**config.mk**
```make
export PLATFORM = sky130hd
export DESIGN_NAME = omni_wheel_speed_with_slew_limit_flat
export DESIGN_NICKNAME = d
export VERILOG_FILES = /design/src/rtl/core/owsl_pkg.sv /design/src/rtl/core/owsl_if.sv /design/src/rtl/core/owsl_div.sv /design/src/rtl/core/omni_wheel_speed_with_slew_limit.sv /design/src/flat_wrapper.sv
export SDC_FILE = /design/constraint.sdc
export NUM_CORES = 2
export LEC_CHECK = 0
export ABC_AREA = 1
export BUFFER_PORTS_ARGS = -buffer_cell sky130_fd_sc_hd__clkbuf_2
export CAP_MARGIN = 0
export CORE_UTILIZATION = 55
export CTS_CLUSTER_DIAMETER = 200
export DETAILED_ROUTE_END_ITERATION = 10
export MAX_ROUTING_LAYER = met4
export PLACE_DENSITY = 0.72
export RECOVER_POWER = 100
export REMOVE_ABC_BUFFERS = 1
export SLEW_MARGIN = 10
export SYNTH_ARGS = -nofsm -noshare
export SYNTH_HDL_FRONTEND = slang
export SYNTH_SLANG_ARGS = --single-unit
```
**constraint.sdc**
```tcl
create_clock -name clk -period 20.2 [get_ports clk]
set_input_delay 2.02 -clock clk [delete_from_list [all_inputs] [get_ports clk]]
set_output_delay 2.02 -clock clk [all_outputs]
set_load 0.02 [all_outputs]
```
**src/rtl/core/owsl_pkg.sv**
```systemverilog
`default_nettype none

package owsl_pkg;

    localparam int VEL_W      = 16;
    localparam int SPEED_W    = 24;
    localparam int CFG_DATA_W = 24;
    localparam int CFG_IDX_W  = 2;

    localparam logic [CFG_IDX_W-1:0] REG_WHEELBASE    = 2'd0;
    localparam logic [CFG_IDX_W-1:0] REG_RADIUS       = 2'd1;
    localparam logic [CFG_IDX_W-1:0] REG_ACCEL_LIMIT  = 2'd2;
    localparam logic [CFG_IDX_W-1:0] REG_TIME_STEP    = 2'd3;

    localparam logic [15:0] WHEELBASE_RST    = 16'd369;
    localparam logic [15:0] RADIUS_RST       = 16'd123;
    localparam logic [23:0] ACCEL_LIMIT_RST  = 24'd12800;
    localparam logic [15:0] TIME_STEP_RST    = 16'd655;

    // sqrt(3) and 1/sqrt(2) at 2^-16
    localparam logic signed [24:0] SQRT3_Q16     = 25'sd113512;
    localparam logic signed [24:0] INV_SQRT2_Q16 = 25'sd46341;

    localparam int MAG_W    = 38;
    localparam int DVS_W    = 21;
    localparam int QUO_W    = SPEED_W;
    localparam int DIV_ITER = QUO_W / 2;
    localparam int DCNT_W   = $clog2(DIV_ITER + 1);

    typedef struct packed {
        logic             start;
        logic [MAG_W-1:0] mag;
        logic [DVS_W-1:0] dvs;
    } div_req_t;

    typedef struct packed {
        logic             done;
        logic             ovf;
        logic [QUO_W-1:0] quo;
    } div_rsp_t;

endpackage

`default_nettype wire

```
**src/rtl/core/owsl_if.sv**
```systemverilog
`default_nettype none

interface owsl_cmd_if import owsl_pkg::*; ();
    logic                    valid;
    logic                    ready;
    logic signed [VEL_W-1:0] vel_x;
    logic signed [VEL_W-1:0] vel_y;
    logic signed [VEL_W-1:0] turn_rate;

    modport source (output valid, vel_x, vel_y, turn_rate, input ready);
    modport sink   (input valid, vel_x, vel_y, turn_rate, output ready);
endinterface

interface owsl_speed_if import owsl_pkg::*; ();
    logic                      valid;
    logic                      ready;
    logic signed [SPEED_W-1:0] right_rear_speed;
    logic signed [SPEED_W-1:0] right_front_speed;
    logic signed [SPEED_W-1:0] left_rear_speed;
    logic signed [SPEED_W-1:0] left_front_speed;

    modport source (output valid, right_rear_speed, right_front_speed,
                    left_rear_speed, left_front_speed, input ready);
    modport sink   (input valid, right_rear_speed, right_front_speed,
                    left_rear_speed, left_front_speed, output ready);
endinterface

interface owsl_cfg_if import owsl_pkg::*; ();
    logic                  valid;
    logic                  ready;
    logic [CFG_IDX_W-1:0]  index;
    logic [CFG_DATA_W-1:0] data;

    modport source (output valid, index, data, input ready);
    modport sink   (input valid, index, data, output ready);
endinterface

`default_nettype wire

```
**src/rtl/core/owsl_div.sv**
```systemverilog
`default_nettype none

module owsl_div
    import owsl_pkg::*;
(
    input  logic     clk,
    input  logic     rst_n,
    input  div_req_t req,
    output div_rsp_t rsp
);

    logic [QUO_W-1:0]  q_reg, q_next;
    logic [DVS_W-1:0]  p_reg, p_next;
    logic [DVS_W-1:0]  d_reg, d_next;
    logic              ovf_reg, ovf_next;
    logic [DCNT_W-1:0] cnt_reg, cnt_next;
    logic              busy_reg, busy_next;
    logic              done_reg, done_next;

    logic [QUO_W-1:0]  q_it;
    logic [DVS_W-1:0]  p_it;
    logic [DVS_W:0]    sh;

    // two restoring steps a cycle
    always_comb
    begin
        q_it = q_reg;
        p_it = p_reg;
        sh   = '0;
        for (int k = 0; k < 2; k++)
        begin
            sh   = {p_it, q_it[QUO_W-1]};
            q_it = {q_it[QUO_W-2:0], 1'b0};
            if (sh >= {1'b0, d_reg})
            begin
                sh      = sh - {1'b0, d_reg};
                q_it[0] = 1'b1;
            end
            p_it = sh[DVS_W-1:0];
        end
    end

    always_comb
    begin
        q_next    = q_reg;
        p_next    = p_reg;
        d_next    = d_reg;
        ovf_next  = ovf_reg;
        cnt_next  = cnt_reg;
        busy_next = busy_reg;
        done_next = 1'b0;
        if (req.start)
        begin
            ovf_next  = ({{(DVS_W + QUO_W - MAG_W){1'b0}}, req.mag}
                         >= {req.dvs, {QUO_W{1'b0}}});
            p_next    = DVS_W'(req.mag[MAG_W-1:QUO_W]);
            q_next    = req.mag[QUO_W-1:0];
            d_next    = req.dvs;
            cnt_next  = DCNT_W'(DIV_ITER);
            busy_next = 1'b1;
        end
        else if (busy_reg)
        begin
            q_next   = q_it;
            p_next   = p_it;
            cnt_next = cnt_reg - 1'b1;
            if (cnt_reg == DCNT_W'(1))
            begin
                busy_next = 1'b0;
                done_next = 1'b1;
            end
        end
    end

    always_ff @(posedge clk or negedge rst_n)
    begin
        if (!rst_n)
        begin
            cnt_reg  <= '0;
            busy_reg <= 1'b0;
            done_reg <= 1'b0;
        end
        else
        begin
            cnt_reg  <= cnt_next;
            busy_reg <= busy_next;
            done_reg <= done_next;
        end
    end

    always_ff @(posedge clk)
    begin
        q_reg   <= q_next;
        p_reg   <= p_next;
        d_reg   <= d_next;
        ovf_reg <= ovf_next;
    end

    assign rsp.done = done_reg;
    assign rsp.ovf  = ovf_reg;
    assign rsp.quo  = q_reg;

endmodule

`default_nettype wire

```
**src/rtl/core/omni_wheel_speed_with_slew_limit.sv**
```systemverilog
`default_nettype none

// Omni-wheel mixer with per-wheel slew limit. A command (vel_x, vel_y, turn_rate, Q7.8)
// is taken only while cmd.ready is high; the four limited wheel speeds (Q15.8, saturating)
// then appear together on one speed transfer. One shared multiplier forms the five products,
// then each wheel in turn runs through a radix-4 divider by 32 times the radius (twelve
// iterations) and a slew step. The finished result sits in an output register, and a new
// command is taken as soon as that register is loaded. Configuration writes are always
// ready and take effect at once; the user must write only between commands for a write to
// apply to the next command, as the block does not enforce it. A zero radius acts as 1.
module omni_wheel_speed_with_slew_limit
    import owsl_pkg::*;
(
    input  logic                clk,
    input  logic                rst_n,
    owsl_cmd_if.sink            cmd,
    owsl_cfg_if.sink            cfg,
    owsl_speed_if.source        spd
);

    localparam logic [2:0] S_IDLE  = 3'd0;
    localparam logic [2:0] S_MUL   = 3'd1;
    localparam logic [2:0] S_SUM   = 3'd2;
    localparam logic [2:0] S_START = 3'd3;
    localparam logic [2:0] S_DIV   = 3'd4;
    localparam logic [2:0] S_SLEW  = 3'd5;
    localparam logic [2:0] S_FIN   = 3'd6;

    localparam logic [2:0] MUL_TURN  = 3'd0;
    localparam logic [2:0] MUL_SQRT3 = 3'd1;
    localparam logic [2:0] MUL_SUM   = 3'd2;
    localparam logic [2:0] MUL_DIFF  = 3'd3;
    localparam logic [2:0] MUL_STEP  = 3'd4;

    localparam int M_W = MAG_W + 1;

    logic [2:0] state_reg, state_next;
    logic [2:0] cnt_reg, cnt_next;
    logic [1:0] wheel_reg, wheel_next;

    logic [15:0] wheelbase_reg;
    logic [15:0] radius_reg;
    logic [23:0] accel_reg;
    logic [15:0] tstep_reg;

    logic signed [VEL_W-1:0] vx_reg, vy_reg, w_reg;

    logic signed [32:0]        lw_reg;
    logic signed [33:0]        s3_reg, pa_reg, pb_reg;
    logic [SPEED_W-1:0]        step_reg;
    logic signed [M_W-1:0]     m_reg, m_next;
    logic                      neg_reg;

    logic signed [SPEED_W-1:0] last_reg [4];
    logic signed [SPEED_W-1:0] out_reg [4];
    logic                      out_valid_reg, out_valid_next;

    logic signed [24:0] mul_a;
    logic signed [17:0] mul_b;
    logic signed [42:0] mul_p;

    logic signed [M_W-1:0] turn_t, vy_t, s3_t, pa_t, pb_t, m_abs;

    div_req_t div_req;
    div_rsp_t div_rsp;

    logic signed [SPEED_W-1:0] target, prev, slew_v;
    logic signed [SPEED_W:0]   diff;
    logic [SPEED_W:0]          diff_mag;
    logic signed [SPEED_W+1:0] moved;
    logic signed [SPEED_W+1:0] chg;
    logic [SPEED_W+1:0]        chg_mag;
    logic                      cmd_xfer, load_out;

    function automatic logic signed [SPEED_W-1:0] sat_speed(input logic signed [SPEED_W+1:0] v);
        logic signed [SPEED_W+1:0] hi;
        logic signed [SPEED_W+1:0] lo;
        hi = (SPEED_W + 2)'(signed'({1'b0, {(SPEED_W-1){1'b1}}}));
        lo = ~hi;
        if (v > hi)
            sat_speed = hi[SPEED_W-1:0];
        else if (v < lo)
            sat_speed = lo[SPEED_W-1:0];
        else
            sat_speed = v[SPEED_W-1:0];
    endfunction

    assign cmd_xfer  = cmd.valid && cmd.ready;
    assign cmd.ready = (state_reg == S_IDLE);
    assign cfg.ready = 1'b1;

    // shared multiplier
    always_comb
    begin
        case (cnt_reg)
            MUL_TURN:
            begin
                mul_a = 25'(signed'({1'b0, wheelbase_reg}));
                mul_b = 18'(w_reg);
            end
            MUL_SQRT3:
            begin
                mul_a = SQRT3_Q16;
                mul_b = 18'(vx_reg);
            end
            MUL_SUM:
            begin
                mul_a = INV_SQRT2_Q16;
                mul_b = 18'(vx_reg) + 18'(vy_reg);
            end
            MUL_DIFF:
            begin
                mul_a = INV_SQRT2_Q16;
                mul_b = 18'(vx_reg) - 18'(vy_reg);
            end
            MUL_STEP:
            begin
                mul_a = 25'(signed'({1'b0, accel_reg}));
                mul_b = 18'(signed'({2'b00, tstep_reg}));
            end
            default:
            begin
                mul_a = '0;
                mul_b = '0;
            end
        endcase
    end

    assign mul_p = mul_a * mul_b;

    // mixer numerator at 2^-(F+17)
    assign turn_t = M_W'(lw_reg) <<< 5;
    assign vy_t   = M_W'(vy_reg) <<< 16;
    assign s3_t   = M_W'(s3_reg);
    assign pa_t   = M_W'(pa_reg) <<< 1;
    assign pb_t   = M_W'(pb_reg) <<< 1;

    always_comb
    begin
        case (wheel_reg)
            2'd0:    m_next = turn_t + vy_t - s3_t;
            2'd1:    m_next = turn_t - pa_t;
            2'd2:    m_next = turn_t + pb_t;
            default: m_next = turn_t + vy_t + s3_t;
        endcase
    end

    assign m_abs = m_reg[M_W-1] ? -m_reg : m_reg;

    always_comb
    begin
        div_req.start = (state_reg == S_START);
        div_req.mag   = m_abs[MAG_W-1:0];
        div_req.dvs   = {((radius_reg == 16'd0) ? 16'd1 : radius_reg), 5'b0};
    end

    owsl_div u_div (
        .clk   (clk),
        .rst_n (rst_n),
        .req   (div_req),
        .rsp   (div_rsp)
    );

    // saturate the quotient, then slew limit
    always_comb
    begin
        if (!neg_reg)
        begin
            if (div_rsp.ovf || div_rsp.quo[QUO_W-1])
                target = {1'b0, {(SPEED_W-1){1'b1}}};
            else
                target = div_rsp.quo;
        end
        else
        begin
            if (div_rsp.ovf || (div_rsp.quo > {1'b1, {(QUO_W-1){1'b0}}}))
                target = {1'b1, {(SPEED_W-1){1'b0}}};
            else
                target = -div_rsp.quo;
        end
        prev     = last_reg[wheel_reg];
        diff     = (SPEED_W + 1)'(target) - (SPEED_W + 1)'(prev);
        diff_mag = diff[SPEED_W] ? -diff : diff;
        if (diff_mag > {1'b0, step_reg})
        begin
            if (diff[SPEED_W])
                moved = (SPEED_W + 2)'(prev) - (SPEED_W + 2)'(signed'({2'b00, step_reg}));
            else
                moved = (SPEED_W + 2)'(prev) + (SPEED_W + 2)'(signed'({2'b00, step_reg}));
            slew_v = sat_speed(moved);
        end
        else
        begin
            moved  = '0;
            slew_v = target;
        end
        chg     = (SPEED_W + 2)'(slew_v) - (SPEED_W + 2)'(prev);
        chg_mag = chg[SPEED_W+1] ? -chg : chg;
    end

    assign load_out = (state_reg == S_FIN) && (!out_valid_reg || spd.ready);

    always_comb
    begin
        state_next = state_reg;
        cnt_next   = cnt_reg;
        wheel_next = wheel_reg;
        case (state_reg)
            S_IDLE:
            begin
                if (cmd_xfer)
                begin
                    state_next = S_MUL;
                    cnt_next   = MUL_TURN;
                end
            end
            S_MUL:
            begin
                cnt_next = cnt_reg + 3'd1;
                if (cnt_reg == MUL_STEP)
                begin
                    state_next = S_SUM;
                    wheel_next = 2'd0;
                end
            end
            S_SUM:   state_next = S_START;
            S_START: state_next = S_DIV;
            S_DIV:
            begin
                if (div_rsp.done)
                    state_next = S_SLEW;
            end
            S_SLEW:
            begin
                wheel_next = wheel_reg + 2'd1;
                state_next = (wheel_reg == 2'd3) ? S_FIN : S_SUM;
            end
            S_FIN:
            begin
                if (load_out)
                    state_next = S_IDLE;
            end
            default: state_next = S_IDLE;
        endcase
    end

    always_comb
    begin
        out_valid_next = out_valid_reg;
        if (spd.valid && spd.ready)
            out_valid_next = 1'b0;
        if (load_out)
            out_valid_next = 1'b1;
    end

    always_ff @(posedge clk or negedge rst_n)
    begin
        if (!rst_n)
        begin
            state_reg     <= S_IDLE;
            cnt_reg       <= '0;
            wheel_reg     <= '0;
            out_valid_reg <= 1'b0;
            wheelbase_reg <= WHEELBASE_RST;
            radius_reg    <= RADIUS_RST;
            accel_reg     <= ACCEL_LIMIT_RST;
            tstep_reg     <= TIME_STEP_RST;
            for (int i = 0; i < 4; i++)
                last_reg[i] <= '0;
        end
        else
        begin
            state_reg     <= state_next;
            cnt_reg       <= cnt_next;
            wheel_reg     <= wheel_next;
            out_valid_reg <= out_valid_next;
            if (cfg.valid && cfg.ready)
            begin
                case (cfg.index)
                    REG_WHEELBASE:    wheelbase_reg <= cfg.data[15:0];
                    REG_RADIUS:       radius_reg    <= cfg.data[15:0];
                    REG_ACCEL_LIMIT:  accel_reg     <= cfg.data[23:0];
                    REG_TIME_STEP:    tstep_reg     <= cfg.data[15:0];
                    default:          ;
                endcase
            end
            if (state_reg == S_SLEW)
                last_reg[wheel_reg] <= slew_v;
        end
    end

    always_ff @(posedge clk)
    begin
        if (cmd_xfer)
        begin
            vx_reg <= cmd.vel_x;
            vy_reg <= cmd.vel_y;
            w_reg  <= cmd.turn_rate;
        end
        if (state_reg == S_MUL)
        begin
            case (cnt_reg)
                MUL_TURN:  lw_reg   <= mul_p[32:0];
                MUL_SQRT3: s3_reg   <= mul_p[33:0];
                MUL_SUM:   pa_reg   <= mul_p[33:0];
                MUL_DIFF:  pb_reg   <= mul_p[33:0];
                MUL_STEP:  step_reg <= mul_p[39:16];
                default:   ;
            endcase
        end
        if (state_reg == S_SUM)
            m_reg <= m_next;
        if (state_reg == S_START)
            neg_reg <= m_reg[M_W-1];
        if (load_out)
        begin
            for (int i = 0; i < 4; i++)
                out_reg[i] <= last_reg[i];
        end
    end

    assign spd.valid             = out_valid_reg;
    assign spd.right_rear_speed  = out_reg[0];
    assign spd.right_front_speed = out_reg[1];
    assign spd.left_rear_speed   = out_reg[2];
    assign spd.left_front_speed  = out_reg[3];

    a_cmd_one_at_a_time: assert property (@(posedge clk) disable iff (!rst_n)
        cmd_xfer |=> !cmd.ready)
        else $error("command taken while busy");

    a_div_done_in_wait: assert property (@(posedge clk) disable iff (!rst_n)
        div_rsp.done |-> (state_reg == S_DIV))
        else $error("divider finished outside its wait state");

    a_slew_bounded: assert property (@(posedge clk) disable iff (!rst_n)
        (state_reg == S_SLEW) |-> (chg_mag <= {2'b00, step_reg}))
        else $error("speed change exceeds the allowed step");

    a_out_matches_state: assert property (@(posedge clk) disable iff (!rst_n)
        load_out |=> (spd.valid && spd.left_front_speed == last_reg[3]
                      && spd.right_rear_speed == last_reg[0]))
        else $error("output does not match stored speeds");

endmodule

`default_nettype wire

```
**src/flat_wrapper.sv**
```systemverilog
// flat-port wrapper written by rule: the top's interface ports become plain ports
module omni_wheel_speed_with_slew_limit_flat import owsl_pkg::*;
  (clk, rst_n, cmd_valid, cmd_vel_x, cmd_vel_y, cmd_turn_rate, cmd_ready, cfg_valid, cfg_index, cfg_data, cfg_ready, spd_valid, spd_right_rear_speed, spd_right_front_speed, spd_left_rear_speed, spd_left_front_speed, spd_ready);
  owsl_cmd_if cmd_i ();
  owsl_cfg_if cfg_i ();
  owsl_speed_if spd_i ();
  input  logic clk;
  input  logic rst_n;
  input wire logic [$bits(cmd_i.valid)-1:0] cmd_valid;
  input wire logic [$bits(cmd_i.vel_x)-1:0] cmd_vel_x;
  input wire logic [$bits(cmd_i.vel_y)-1:0] cmd_vel_y;
  input wire logic [$bits(cmd_i.turn_rate)-1:0] cmd_turn_rate;
  output wire logic [$bits(cmd_i.ready)-1:0] cmd_ready;
  input wire logic [$bits(cfg_i.valid)-1:0] cfg_valid;
  input wire logic [$bits(cfg_i.index)-1:0] cfg_index;
  input wire logic [$bits(cfg_i.data)-1:0] cfg_data;
  output wire logic [$bits(cfg_i.ready)-1:0] cfg_ready;
  output wire logic [$bits(spd_i.valid)-1:0] spd_valid;
  output wire logic [$bits(spd_i.right_rear_speed)-1:0] spd_right_rear_speed;
  output wire logic [$bits(spd_i.right_front_speed)-1:0] spd_right_front_speed;
  output wire logic [$bits(spd_i.left_rear_speed)-1:0] spd_left_rear_speed;
  output wire logic [$bits(spd_i.left_front_speed)-1:0] spd_left_front_speed;
  input wire logic [$bits(spd_i.ready)-1:0] spd_ready;
  assign cmd_i.valid = cmd_valid;
  assign cmd_i.vel_x = cmd_vel_x;
  assign cmd_i.vel_y = cmd_vel_y;
  assign cmd_i.turn_rate = cmd_turn_rate;
  assign cmd_ready = cmd_i.ready;
  assign cfg_i.valid = cfg_valid;
  assign cfg_i.index = cfg_index;
  assign cfg_i.data = cfg_data;
  assign cfg_ready = cfg_i.ready;
  assign spd_valid = spd_i.valid;
  assign spd_right_rear_speed = spd_i.right_rear_speed;
  assign spd_right_front_speed = spd_i.right_front_speed;
  assign spd_left_rear_speed = spd_i.left_rear_speed;
  assign spd_left_front_speed = spd_i.left_front_speed;
  assign spd_i.ready = spd_ready;
  omni_wheel_speed_with_slew_limit u_core (.clk(clk), .rst_n(rst_n), .cmd(cmd_i), .cfg(cfg_i), .spd(spd_i));
endmodule
```
==> run_results.csv <==
group,metric,value,unit
worst_setup_path,startpoint_type,"flip-flop",
status,status,"finished with violations",
synth,synth.cell_area,0.0561,sq mm
worst_setup_path,reg2reg_depth,30,
grt,grt_overflow,0,
power,switching_share,24.9,%
synth,postSynth.asyncResetShare,31.1,%
worst_setup_path,cp_top_family,"adder cells",
finish,fill_cells,9249,
power,comb_power_share,7.7,%
worst_setup_path,slowest_delay,1.44,ns
timing,fin_skew,0.0390,ns
finish,drive_gt1_share,3.75,%
routing,first_pass_iters,7,
routing,routed_wl,200000,um
power,power_density,47.3,mW/mm^2
die,core,0.101,sq mm
synth,yosys_warnings,0,
cts,cts_tree,"yes",
placement,numPortBuffers,176,
die,start_util,55.8,%
worst_setup_path,crit_buf_inv,8,
worst_setup_path,cpMostUsedCell,"fa_1",
synth,synth_top_area_cell,"edfxtp_1",
timing,setup_tns,0,ns
routing,drc_errors,0,
synth,avgSynthCellArea,7.67,sq um
finish,finish.instance_area,0.0604,sq mm
finish,most-common-layout-cells,"nand2_1, inv_1, nor2_1",
cts,htree_levels,3,
grt,antenna_found_initial,8,
synth,synthFlopType,"edfxtp_1",
timing,setup_viol,0,
timing,drv_slew,836,
die,dieArea,0.103,sq mm
worst_setup_path,worst-path-stages,30,
cts,clock_latency,0.66,ns
power,p_switching,0.711,mW
synth,synth_top_area_share,21.3,%
timing,maxSlewHeadroom,-154,%
placement,dp_hpwl,164000,um
min_path,worstHoldPathType,"flip-flop to flip-flop",
finish,layout.cells.non_filler,8835,
min_path,whs_path_depth,2,
die,num_rows,116,
die,top_level_ports,178,
finish,syn2layout_area_growth,7.67,%
synth,synth_area_leaders,"edfxtp_1, fa_1, nand2_1",
worst_setup_path,crit_path_max_fanout,29,
routing,route.detailed.wl_per_inst,22.7,um
synth,synth_cells,7318,
timing,fmax,0.0930,GHz
finish,multiInputGateArea,0.0337,sq mm
power,seqPwrFrac,46.9,%
routing,vias,51244,
cts,clk_pin_slew,0.07,ns
cts,post_cts_resized,0,
cts,clock_path_buffers,3,
placement,dp.cells,8701,
grt,grt_pass1_wl,300000,um
power,clkPwrFrac,45.3,%
die,die_h,321,um
worst_setup_path,crit_arrival,11.16,ns
status,violations,"max-capacitance violations, max-slew violations",
routing,vias_per_cell,5.80,
placement,gp_congestion,1.08,
grt,track_usage,39.8,%
cts,cts_setup_buffers,0,
grt,grt_max_degree,76,
timing,fin_hold_ws,0.469,ns
cts,clock-root-buffer,"clkbuf_16",
timing,grt_setup_unrepaired,"false",
placement,place_area,0.0584,sq mm
timing,finalCritPeriodShare,53.2,%
worst_setup_path,crit_path_end_kind,"flip-flop",
timing,min_period,10.75,ns
die,fp.dieW,321,um
power,p_leak,29.8,nW
worst_setup_path,critPathKind,"flip-flop to flip-flop",
cts,hold_buffers,0,
power,peakVddDrop,0.0000900,V
finish,nets,8284,
power,internal_power,2.15,mW
synth,ys_seq_area_share,29.7,%
timing,max_slew.worst_pin.slew,3.82,ns
worst_setup_path,worstPathRequired,20.61,ns
finish,regArea,0.0167,sq mm
routing,final_antenna_net_count,0,
routing,first_iter_violations,5650,
synth,ys_ff_latch,588,
synth,ys_types,72,
flow_run,maxCapViolations,19,
finish,final_common_cell,"nand2_1",
worst_setup_path,critPathSlowestCell,"clkbuf_1",
grt,grt_pass1_vias,49115,
timing,hold_violations,0,
cts,cts_made_buffers,69,
cts,clock-sinks,588,
synth,synth_enable_flop_cells,398,
area by class of cell:
type                       instances  area share (%)
antenna                           10          0.0414
clock buffer                      88            3.08
clock inverter                    36           0.766
inverter                        1316            8.17
multi-input combinational       5212            55.8
sequential                       588            27.6
tap                             1357            2.81
timing repair buffer             228            1.75
metrics by stage:
step	setup WS, ns	power (mW)	util (%)
floorplan	11.42	1.50	-
global placement	10.51	1.57	58.1
detailed placement	10.13	1.58	58.1
CTS	10.11	2.87	60.4
global route	9.02	2.94	60.1
finish	9.45	2.86	60.1
routing by layer:
layer	vias to the layer above	share of wire, %	GRT usage (%)
met2	2588	44	59.3
met1	24476	41	52.9
li1	23748	-	-
met4	0	4.5	16.0
met3	432	10	8.23
met5	-	0	-
worst paths after layout:
path	from	end	slack (ns)
min in group asynchronous	rst_n	u_core.u_div.cnt_reg[3]	2.45
worst min-delay path	u_core.u_div.p_reg[14]	u_core.u_div.p_reg[14]	0.47
max in group asynchronous	rst_n	u_core.wheel_reg[0]	12.62
worst min register to register	u_core.u_div.p_reg[14]	u_core.u_div.p_reg[14]	0.47
worst max-delay path	u_core.cnt_reg[0]	u_core.s3_reg[31]	9.45
worst max register to register	u_core.cnt_reg[0]	u_core.s3_reg[31]	9.45
worst reg2reg max path, delay by kind of cell, from the launching register on:
kind	cells	cell delay, ns
adders and majority gates	8	3.23
and+or+nand+nor	3	0.93
DFF	1	0.42
buffers and inverters	8	3.13
AOI/OAI and AO/OA	10	2.49
xor gates and xnor gates	1	0.33
power groups by stage:
stage / clock, mW / combinational (mW) / sequential [mW]
6_report: 1.30 / 0.221 / 1.34
4_1_cts: 1.31 / 0.219 / 1.34
3_5_place_dp: 0 / 0.218 / 1.36
2_1_floorplan: 0 / 0.152 / 1.35
5_1_grt: 1.35 / 0.250 / 1.34
3_3_place_gp: 0 / 0.212 / 1.36
cell usage after synthesis, types with 12 or more instances:
cell type,number
o22ai_1,12
nand2_2,14
o211ai_1,15
clkbuf_1,174
edfxtp_1,398
buf_1,13
nor3_1,94
nand2_1,1807
fa_1,360
nor4_1,30
nand3_1,339
clkinv_1,12
nor2_1,569
a21boi_0,20
a32oi_1,27
o21bai_1,42
o21ai_0,414
nand4_1,67
a21oi_1,490
dfrtp_1,163
a31oi_1,40
and2_1,16
ha_1,430
a21o_1,37
inv_1,1294
a211oi_1,13
or2_2,21
xor2_1,174
nand3b_1,15
dfstp_2,20
xnor2_1,58
cell families (layout without fill, tap and decap cells):
group / count (synthesis) / in the layout / share of synthesized area, %
other: 1 / 11 / 0.00668
buffers and inverters: 1518 / 1668 / 10.2
muxes: 6 / 6 / 0.118
xor gates and xnor gates: 233 / 233 / 3.65
adders and majority gates: 790 / 790 / 22.4
AOI/OAI and AO/OA: 1192 / 1192 / 12.0
DFF: 588 / 588 / 29.7
and+or+nand+nor: 2990 / 2990 / 21.9
Note: power is estimated with default switching activity, not from simulation.
